**config.mk**
```make
export PLATFORM = sky130hd
export DESIGN_NAME = md2_ram
export DESIGN_NICKNAME = d
export VERILOG_FILES = /design/src/rtl/md2_pkg.sv /design/src/rtl/md2_ram.sv
export SDC_FILE = /design/constraint.sdc
export NUM_CORES = 1
export LEC_CHECK = 0
export BUFFER_PORTS_ARGS = -buffer_cell sky130_fd_sc_hd__buf_2
export CORE_UTILIZATION = 46
export CTS_CLUSTER_DIAMETER = 100
export DETAILED_ROUTE_END_ITERATION = 8
export HOLD_SLACK_MARGIN = 0.08
export RECOVER_POWER = 25
export SETUP_SLACK_MARGIN = 0.2
export SLEW_MARGIN = 20
export SYNTH_ARGS = -nofsm -noshare
export SYNTH_HDL_FRONTEND = slang
export SYNTH_SLANG_ARGS = --single-unit
```
**constraint.sdc**
```tcl
create_clock -name clk -period 1.7 [get_ports clk]
set_input_delay 0.085 -clock clk [delete_from_list [all_inputs] [get_ports clk]]
set_output_delay 0.085 -clock clk [all_outputs]
set_load 0.005 [all_outputs]
```
**src/rtl/md2_pkg.sv**
```systemverilog
// ----------------------------------------------------------------------------
// md2_pkg
// Shared types, constants and the MD2 substitution table.
// ----------------------------------------------------------------------------
`default_nettype none
package md2_pkg;

  localparam int unsigned BlkLen  = 16;
  localparam int unsigned XLen    = 48;
  localparam int unsigned NRounds = 18;

  // Operation codes of the input beat.
  localparam logic OP_ABSORB = 1'b0;
  localparam logic OP_FINISH = 1'b1;

  // Command from the controller to the state memory unit.
  typedef struct packed {
    logic       we;
    logic [5:0] waddr;
    logic [7:0] wdata;
    logic [5:0] raddr;
  } md2_mem_cmd_t;

  // MD2 substitution table, built from the digits of pi.
  function automatic logic [7:0] md2_sbox(input logic [7:0] idx);
    logic [7:0] s;
    case (idx)
      8'd0: s = 8'd41; 8'd1: s = 8'd46; 8'd2: s = 8'd67; 8'd3: s = 8'd201;
      8'd4: s = 8'd162; 8'd5: s = 8'd216; 8'd6: s = 8'd124; 8'd7: s = 8'd1;
      8'd8: s = 8'd61; 8'd9: s = 8'd54; 8'd10: s = 8'd84; 8'd11: s = 8'd161;
      8'd12: s = 8'd236; 8'd13: s = 8'd240; 8'd14: s = 8'd6; 8'd15: s = 8'd19;
      8'd16: s = 8'd98; 8'd17: s = 8'd167; 8'd18: s = 8'd5; 8'd19: s = 8'd243;
      8'd20: s = 8'd192; 8'd21: s = 8'd199; 8'd22: s = 8'd115; 8'd23: s = 8'd140;
      8'd24: s = 8'd152; 8'd25: s = 8'd147; 8'd26: s = 8'd43; 8'd27: s = 8'd217;
      8'd28: s = 8'd188; 8'd29: s = 8'd76; 8'd30: s = 8'd130; 8'd31: s = 8'd202;
      8'd32: s = 8'd30; 8'd33: s = 8'd155; 8'd34: s = 8'd87; 8'd35: s = 8'd60;
      8'd36: s = 8'd253; 8'd37: s = 8'd212; 8'd38: s = 8'd224; 8'd39: s = 8'd22;
      8'd40: s = 8'd103; 8'd41: s = 8'd66; 8'd42: s = 8'd111; 8'd43: s = 8'd24;
      8'd44: s = 8'd138; 8'd45: s = 8'd23; 8'd46: s = 8'd229; 8'd47: s = 8'd18;
      8'd48: s = 8'd190; 8'd49: s = 8'd78; 8'd50: s = 8'd196; 8'd51: s = 8'd214;
      8'd52: s = 8'd218; 8'd53: s = 8'd158; 8'd54: s = 8'd222; 8'd55: s = 8'd73;
      8'd56: s = 8'd160; 8'd57: s = 8'd251; 8'd58: s = 8'd245; 8'd59: s = 8'd142;
      8'd60: s = 8'd187; 8'd61: s = 8'd47; 8'd62: s = 8'd238; 8'd63: s = 8'd122;
      8'd64: s = 8'd169; 8'd65: s = 8'd104; 8'd66: s = 8'd121; 8'd67: s = 8'd145;
      8'd68: s = 8'd21; 8'd69: s = 8'd178; 8'd70: s = 8'd7; 8'd71: s = 8'd63;
      8'd72: s = 8'd148; 8'd73: s = 8'd194; 8'd74: s = 8'd16; 8'd75: s = 8'd137;
      8'd76: s = 8'd11; 8'd77: s = 8'd34; 8'd78: s = 8'd95; 8'd79: s = 8'd33;
      8'd80: s = 8'd128; 8'd81: s = 8'd127; 8'd82: s = 8'd93; 8'd83: s = 8'd154;
      8'd84: s = 8'd90; 8'd85: s = 8'd144; 8'd86: s = 8'd50; 8'd87: s = 8'd39;
      8'd88: s = 8'd53; 8'd89: s = 8'd62; 8'd90: s = 8'd204; 8'd91: s = 8'd231;
      8'd92: s = 8'd191; 8'd93: s = 8'd247; 8'd94: s = 8'd151; 8'd95: s = 8'd3;
      8'd96: s = 8'd255; 8'd97: s = 8'd25; 8'd98: s = 8'd48; 8'd99: s = 8'd179;
      8'd100: s = 8'd72; 8'd101: s = 8'd165; 8'd102: s = 8'd181; 8'd103: s = 8'd209;
      8'd104: s = 8'd215; 8'd105: s = 8'd94; 8'd106: s = 8'd146; 8'd107: s = 8'd42;
      8'd108: s = 8'd172; 8'd109: s = 8'd86; 8'd110: s = 8'd170; 8'd111: s = 8'd198;
      8'd112: s = 8'd79; 8'd113: s = 8'd184; 8'd114: s = 8'd56; 8'd115: s = 8'd210;
      8'd116: s = 8'd150; 8'd117: s = 8'd164; 8'd118: s = 8'd125; 8'd119: s = 8'd182;
      8'd120: s = 8'd118; 8'd121: s = 8'd252; 8'd122: s = 8'd107; 8'd123: s = 8'd226;
      8'd124: s = 8'd156; 8'd125: s = 8'd116; 8'd126: s = 8'd4; 8'd127: s = 8'd241;
      8'd128: s = 8'd69; 8'd129: s = 8'd157; 8'd130: s = 8'd112; 8'd131: s = 8'd89;
      8'd132: s = 8'd100; 8'd133: s = 8'd113; 8'd134: s = 8'd135; 8'd135: s = 8'd32;
      8'd136: s = 8'd134; 8'd137: s = 8'd91; 8'd138: s = 8'd207; 8'd139: s = 8'd101;
      8'd140: s = 8'd230; 8'd141: s = 8'd45; 8'd142: s = 8'd168; 8'd143: s = 8'd2;
      8'd144: s = 8'd27; 8'd145: s = 8'd96; 8'd146: s = 8'd37; 8'd147: s = 8'd173;
      8'd148: s = 8'd174; 8'd149: s = 8'd176; 8'd150: s = 8'd185; 8'd151: s = 8'd246;
      8'd152: s = 8'd28; 8'd153: s = 8'd70; 8'd154: s = 8'd97; 8'd155: s = 8'd105;
      8'd156: s = 8'd52; 8'd157: s = 8'd64; 8'd158: s = 8'd126; 8'd159: s = 8'd15;
      8'd160: s = 8'd85; 8'd161: s = 8'd71; 8'd162: s = 8'd163; 8'd163: s = 8'd35;
      8'd164: s = 8'd221; 8'd165: s = 8'd81; 8'd166: s = 8'd175; 8'd167: s = 8'd58;
      8'd168: s = 8'd195; 8'd169: s = 8'd92; 8'd170: s = 8'd249; 8'd171: s = 8'd206;
      8'd172: s = 8'd186; 8'd173: s = 8'd197; 8'd174: s = 8'd234; 8'd175: s = 8'd38;
      8'd176: s = 8'd44; 8'd177: s = 8'd83; 8'd178: s = 8'd13; 8'd179: s = 8'd110;
      8'd180: s = 8'd133; 8'd181: s = 8'd40; 8'd182: s = 8'd132; 8'd183: s = 8'd9;
      8'd184: s = 8'd211; 8'd185: s = 8'd223; 8'd186: s = 8'd205; 8'd187: s = 8'd244;
      8'd188: s = 8'd65; 8'd189: s = 8'd129; 8'd190: s = 8'd77; 8'd191: s = 8'd82;
      8'd192: s = 8'd106; 8'd193: s = 8'd220; 8'd194: s = 8'd55; 8'd195: s = 8'd200;
      8'd196: s = 8'd108; 8'd197: s = 8'd193; 8'd198: s = 8'd171; 8'd199: s = 8'd250;
      8'd200: s = 8'd36; 8'd201: s = 8'd225; 8'd202: s = 8'd123; 8'd203: s = 8'd8;
      8'd204: s = 8'd12; 8'd205: s = 8'd189; 8'd206: s = 8'd177; 8'd207: s = 8'd74;
      8'd208: s = 8'd120; 8'd209: s = 8'd136; 8'd210: s = 8'd149; 8'd211: s = 8'd139;
      8'd212: s = 8'd227; 8'd213: s = 8'd99; 8'd214: s = 8'd232; 8'd215: s = 8'd109;
      8'd216: s = 8'd233; 8'd217: s = 8'd203; 8'd218: s = 8'd213; 8'd219: s = 8'd254;
      8'd220: s = 8'd59; 8'd221: s = 8'd0; 8'd222: s = 8'd29; 8'd223: s = 8'd57;
      8'd224: s = 8'd242; 8'd225: s = 8'd239; 8'd226: s = 8'd183; 8'd227: s = 8'd14;
      8'd228: s = 8'd102; 8'd229: s = 8'd88; 8'd230: s = 8'd208; 8'd231: s = 8'd228;
      8'd232: s = 8'd166; 8'd233: s = 8'd119; 8'd234: s = 8'd114; 8'd235: s = 8'd248;
      8'd236: s = 8'd235; 8'd237: s = 8'd117; 8'd238: s = 8'd75; 8'd239: s = 8'd10;
      8'd240: s = 8'd49; 8'd241: s = 8'd68; 8'd242: s = 8'd80; 8'd243: s = 8'd180;
      8'd244: s = 8'd143; 8'd245: s = 8'd237; 8'd246: s = 8'd31; 8'd247: s = 8'd26;
      8'd248: s = 8'd219; 8'd249: s = 8'd153; 8'd250: s = 8'd141; 8'd251: s = 8'd51;
      8'd252: s = 8'd159; 8'd253: s = 8'd17; 8'd254: s = 8'd131; 8'd255: s = 8'd20;
      default: s = 8'd0;
    endcase
    return s;
  endfunction

endpackage
`default_nettype wire

```
**src/rtl/md2_ram.sv**
```systemverilog
// ----------------------------------------------------------------------------
// md2_ram
// Single-write, single-read synchronous RAM holding all MD2 working state.
// ----------------------------------------------------------------------------
`default_nettype none
module md2_ram
  import md2_pkg::*;
(
  input  wire logic         clk,
  input  wire md2_mem_cmd_t cmd,
  output logic [7:0]        rdata
);

  // Map: 0..47 hash state, 48..63 checksum. Reset is done by a clearing pass.
  logic [7:0] mem [64];

  // Registered read, write port beside it.
  always_ff @(posedge clk) begin
    if (cmd.we) begin
      mem[cmd.waddr] <= cmd.wdata;
    end
    rdata <= mem[cmd.raddr];
  end

endmodule
`default_nettype wire

```
# Word level (Yosys, flattened, before mapping)
# Memory sizes are Yosys's and may differ from the RTL's. A register that Yosys moved wholly into a read port is not among the register bits.
# Cells that the tools add are included.
dict set report word_totals {
  regBits 0
  latch_bits 0
  mem_bits_rw 512
  romBits 0
  inputBits 22
  mem_count 1
}
dict set report op_classes {
  add_sub_neg 0
  multipliers 0
  div_mod_pow 0
  order_cmp 0
  n_eq_ne 0
  n_shift 0
  n_mux 2
  bitwise_logic 0
  reduce_logical 0
}
# name depth word_bits read_ports rd_ports_with_merged_regs wr line_no
set mem_list {}
lappend mem_list {mem 64 8 1 1 1 md2_ram.sv:15} ;# logic [7:0] mem [64];
# cell n
set op_table {}
lappend op_table {{1-bit two-way mux} 2}

# Longest topological paths before layout
dict set report depth {
  ltp_word 2
  depth_mapped 9
}

# Worst setup path before layout
# OpenSTA, ideal clock, no wires.
dict set report synth_path {
  path_kind {input to register}
  from {input cmd[1] (netlist bit)}
  to {register rdata[3] (read register of mem)}
  setup_time_ns 0.128
  arrival_time_ns 1.625
  t_required_ns 1.572
  path_slack_ns -0.053
  cell_stages 7
  n_path_buf 3
  cell_sequence {buf_4 > buf_2 > buf_2 > mux4_2 > mux4_2 > o21ai_1 > o41ai_1}
}
# item line_no
set synth_rtl {}
lappend synth_rtl {{start, declared} md2_ram.sv:10} ;# input wire md2_mem_cmd_t cmd,
lappend synth_rtl {{end, declared} md2_ram.sv:11} ;# output logic [7:0] rdata

==> flow_summary.yaml <==
outcome:
  status: "complete, but fails checks"
  violations: "hold timing, setup timing"
floorplan:
  initial_core_util: 0.4671
  fp.dieH_um: 211.4
  rows: 76
  ios: 30
  die_w_um: 211.4
  design.core.area_mm2: 0.04317
  dieArea_mm2: 0.04468
timing:
  setup_viol_count_final: 8
  final_max_slew_viol_count: 0
  final.period_utilization: 1.111
  slew_headroom: 0.05087
  final_hold_viol_count: 1
  worst_slack_ns: -0.1881
  worstMarginPinSlew_ns: 1.424
  period_minus_slack_ns: 1.888
  max_freq_mhz: 529.6
  finalClockSkew_ns: 0.01689
  grt_setup_unrepaired: "yes"
  hold-worst-slack_ns: -0.03732
routing:
  vias: 9961
  drc: 0
  drtAntennaViolNets: 0
  drt-wirelength-per-cell_um: 25.86
  wirelength_mm: 45.81
  first_iter_violations: 878
  dr.pass1.iters: 4
  vias_per_cell: 5.625
power:
  switchingPower_mw: 5.641
  clockPowerShare: 0.417
  p_leak_nw: 7.887
  internal_power_mw: 21.45
  combPwrFrac: 0.057
  pwr-share-seq: 0.526
  ir_worst_vdd_mv: 1.112
  powerDensity_mw_per_mm2: 1124
  p_sw_frac: 0.2082
placed_design:
  place.port_buffers: 29
  post-place-ws_ns: -0.4906
  dpl.hpwl_mm: 29.46
  gp_congestion: 0.8054
logic_synthesis:
  synth-compound-area-share: 0.02072
  synthSimpleGateAreaFrac: 0.03388
  syn_nets: 962
  avgSynthCellArea_um2: 21.45
  ys_types: 40
  synth_edf_count: 512
  synthFlopType: "edfxtp_1"
  async_flop_share: 0
  synth.area.mux_share: 0.1594
  synth_adder_area_share: 0
  synth_cells: 940
  synth_top_family_by_area: "multiplexers"
  netlist.area_leader.share: 0.7624
  yosysMostFrequentCell: "edfxtp_1"
  synth_xor_area_frac: 0
  netlist_area_mm2: 0.02017
  yosysWarnings: 0
  yosysSeqAreaShare: 0.7703
  synth_seq_cells: 520
  yosysTopAreaCell: "edfxtp_1"
  synthTopCellsByCount: "edfxtp_1 (512), mux4_2 (126), nor2_1 (83)"
  synth_area_leaders: "edfxtp_1 (76%), mux4_2 (14%), nor2_1 (1.5%)"
worst_setup_path:
  crit_family: "multiplexers"
  crit_type: "flip-flop to flip-flop"
  crit_path_max_incr_delay_ns: 0.47
  crit_buf_inv: 0
  startpoint_type: "flip-flop"
  required_ns: 2.15
  cp_max_fo: 1
  r2r_cells: 5
  regToRegSetupSlack_ns: -0.19
  r2r-start: "mem[28][6]"
  cp.arrival_ns: 2.34
  r2r_end: "rdata[6]"
  cp_cell_sequence: "mux4_2 > mux2_4 > o221a_4 > nor3_4 > o32ai_2"
  cp_slowest_cell: "mux4_2"
  end_kind: "flip-flop"
clocking:
  cts_root_buffer: "clkbuf_16"
  clkLatencyLatePin_ns: 0.59
  cts_buffers: 53
  clkTransAtPathRegs_ns: 0.06
  cts_tree: "yes"
  clock_path_buffers: 3
  htree_num_levels: 2
  cts.sinks: 520
min_path:
  hp-start: "cmd[5]"
  whs_path_depth: 2
  min_path_type: "input pin to flip-flop"
  hold_end: "rdata[6]"
final_layout:
  postLayoutCoreUtil: 0.5585
  diodes: 0
  nets: 1168
  area_growth_pct: 19.57
  multi_input_area_mm2: 0.004496
  seq_area_mm2: 0.01553
  drive_above_1_share: 0.3735
  num-fill-cells: 3313
global_route:
  grt_pass1_vias: 10390
  overflow: 0
  antenna_found_initial: 0
  grt_max_degree: 65
  grt_pass1_wl_mm: 68.36
  track_usage: 0.2150
job:
  cap_violations: 0
metrics by stage:
step | area, um2 | instances | power [mW] | TNS (ns)
after floorplan | 20310 | 940 | 15.28 | 0
after detailed placement | 22270 | 1668 | 16.02 | -3.178
after global routing | 24110 | 1771 | 27.89 | -1.421
after CTS | 24060 | 1768 | 27.33 | -1.102
final | 24110 | 1771 | 27.10 | -0.9680
after global placement | 22270 | 1668 | 16.01 | -3.146
cells by family after synthesis:
| family | Yosys count |
|---|---|
| AOI/OAI and AO/OA | 54 |
| DFF | 520 |
| muxes | 162 |
| and+or+nand+nor | 153 |
| buffers and inverters | 51 |
worst max-delay path by stage:
stage               startpoint        to  slack [ns]  cells after the start
finish              mem[28][6]  rdata[6]       -0.19                      5
global route        mem[20][6]  rdata[6]       -0.24                      5
CTS                 mem[15][2]  rdata[2]       -0.20                      5
detailed placement      cmd[1]  rdata[6]       -0.49                      9
global placement        cmd[0]  rdata[6]       -0.49                      7
floorplan           mem[21][4]  rdata[4]        0.05                      5
placed cells by master, fill, tap and decap left out, types with 3 or more instances in the layout:
master	n
mux2i_1	23
clkbuf_2	3
nor2b_1	14
buf_4	150
o2111ai_1	3
edfxtp_1	512
nand3_1	12
a221oi_1	5
nor2_1	68
o21ai_2	3
clkbuf_1	7
nor3_4	3
o221ai_1	8
nand3b_1	3
nand2_1	18
dfxtp_1	8
nor2_2	14
dlygate4sd3_1	8
a211oi_1	4
bufinv_16	6
nand2b_1	7
clkinv_1	11
mux2_2	11
clkinv_2	16
a21oi_1	3
o22ai_1	7
a22oi_1	3
buf_2	22
mux4_2	126
buf_12	16
clkbuf_16	53
flip-flops by register name (all words and copies together) (netlist names):
signal,cells
rdata,8
mem,512
area by class of cell:
class / count / share of cell area
Tap cell: 585 / 0.03035
Timing Repair Buffer: 202 / 0.06953
Multi-Input combinational cell: 369 / 0.1864
Sequential cell: 520 / 0.6443
Clock inverter: 36 / 0.01349
Clock buffer: 59 / 0.05594
layer usage:
layer | vias to the layer above | GRT usage | part of all wire
li1 | 4353 | - | -
met1 | 5219 | 0.3034 | 0.43
met2 | 312 | 0.3418 | 0.48
met3 | 77 | 0.03427 | 0.062
met4 | 0 | 0.07596 | 0.027
met5 | - | 0 | 0
timing repair:
| item | 4_1_cts | 5_1_grt |
|---|---|---|
| hold buffers | 5 | 3 |
| pin swaps | 4 | 2 |
| cloned | 0 | 0 |
| resized for setup | 15 | 8 |
| endpoints found under the hold margin | 110 | 21 |
| setup endpoints to repair | 8 | 39 |
| buffers inserted | 0 | 0 |
power by group through the flow:
stage	clock (mW)	sequential [mW]	combinational (mW)
floorplan	0	14.5	0.791
global placement	0	14.5	1.50
detailed placement	0	14.5	1.52
CTS	11.5	14.2	1.56
global route	12.0	14.2	1.65
finish	11.3	14.2	1.55
Note: power is estimated with default switching activity, not from simulation.
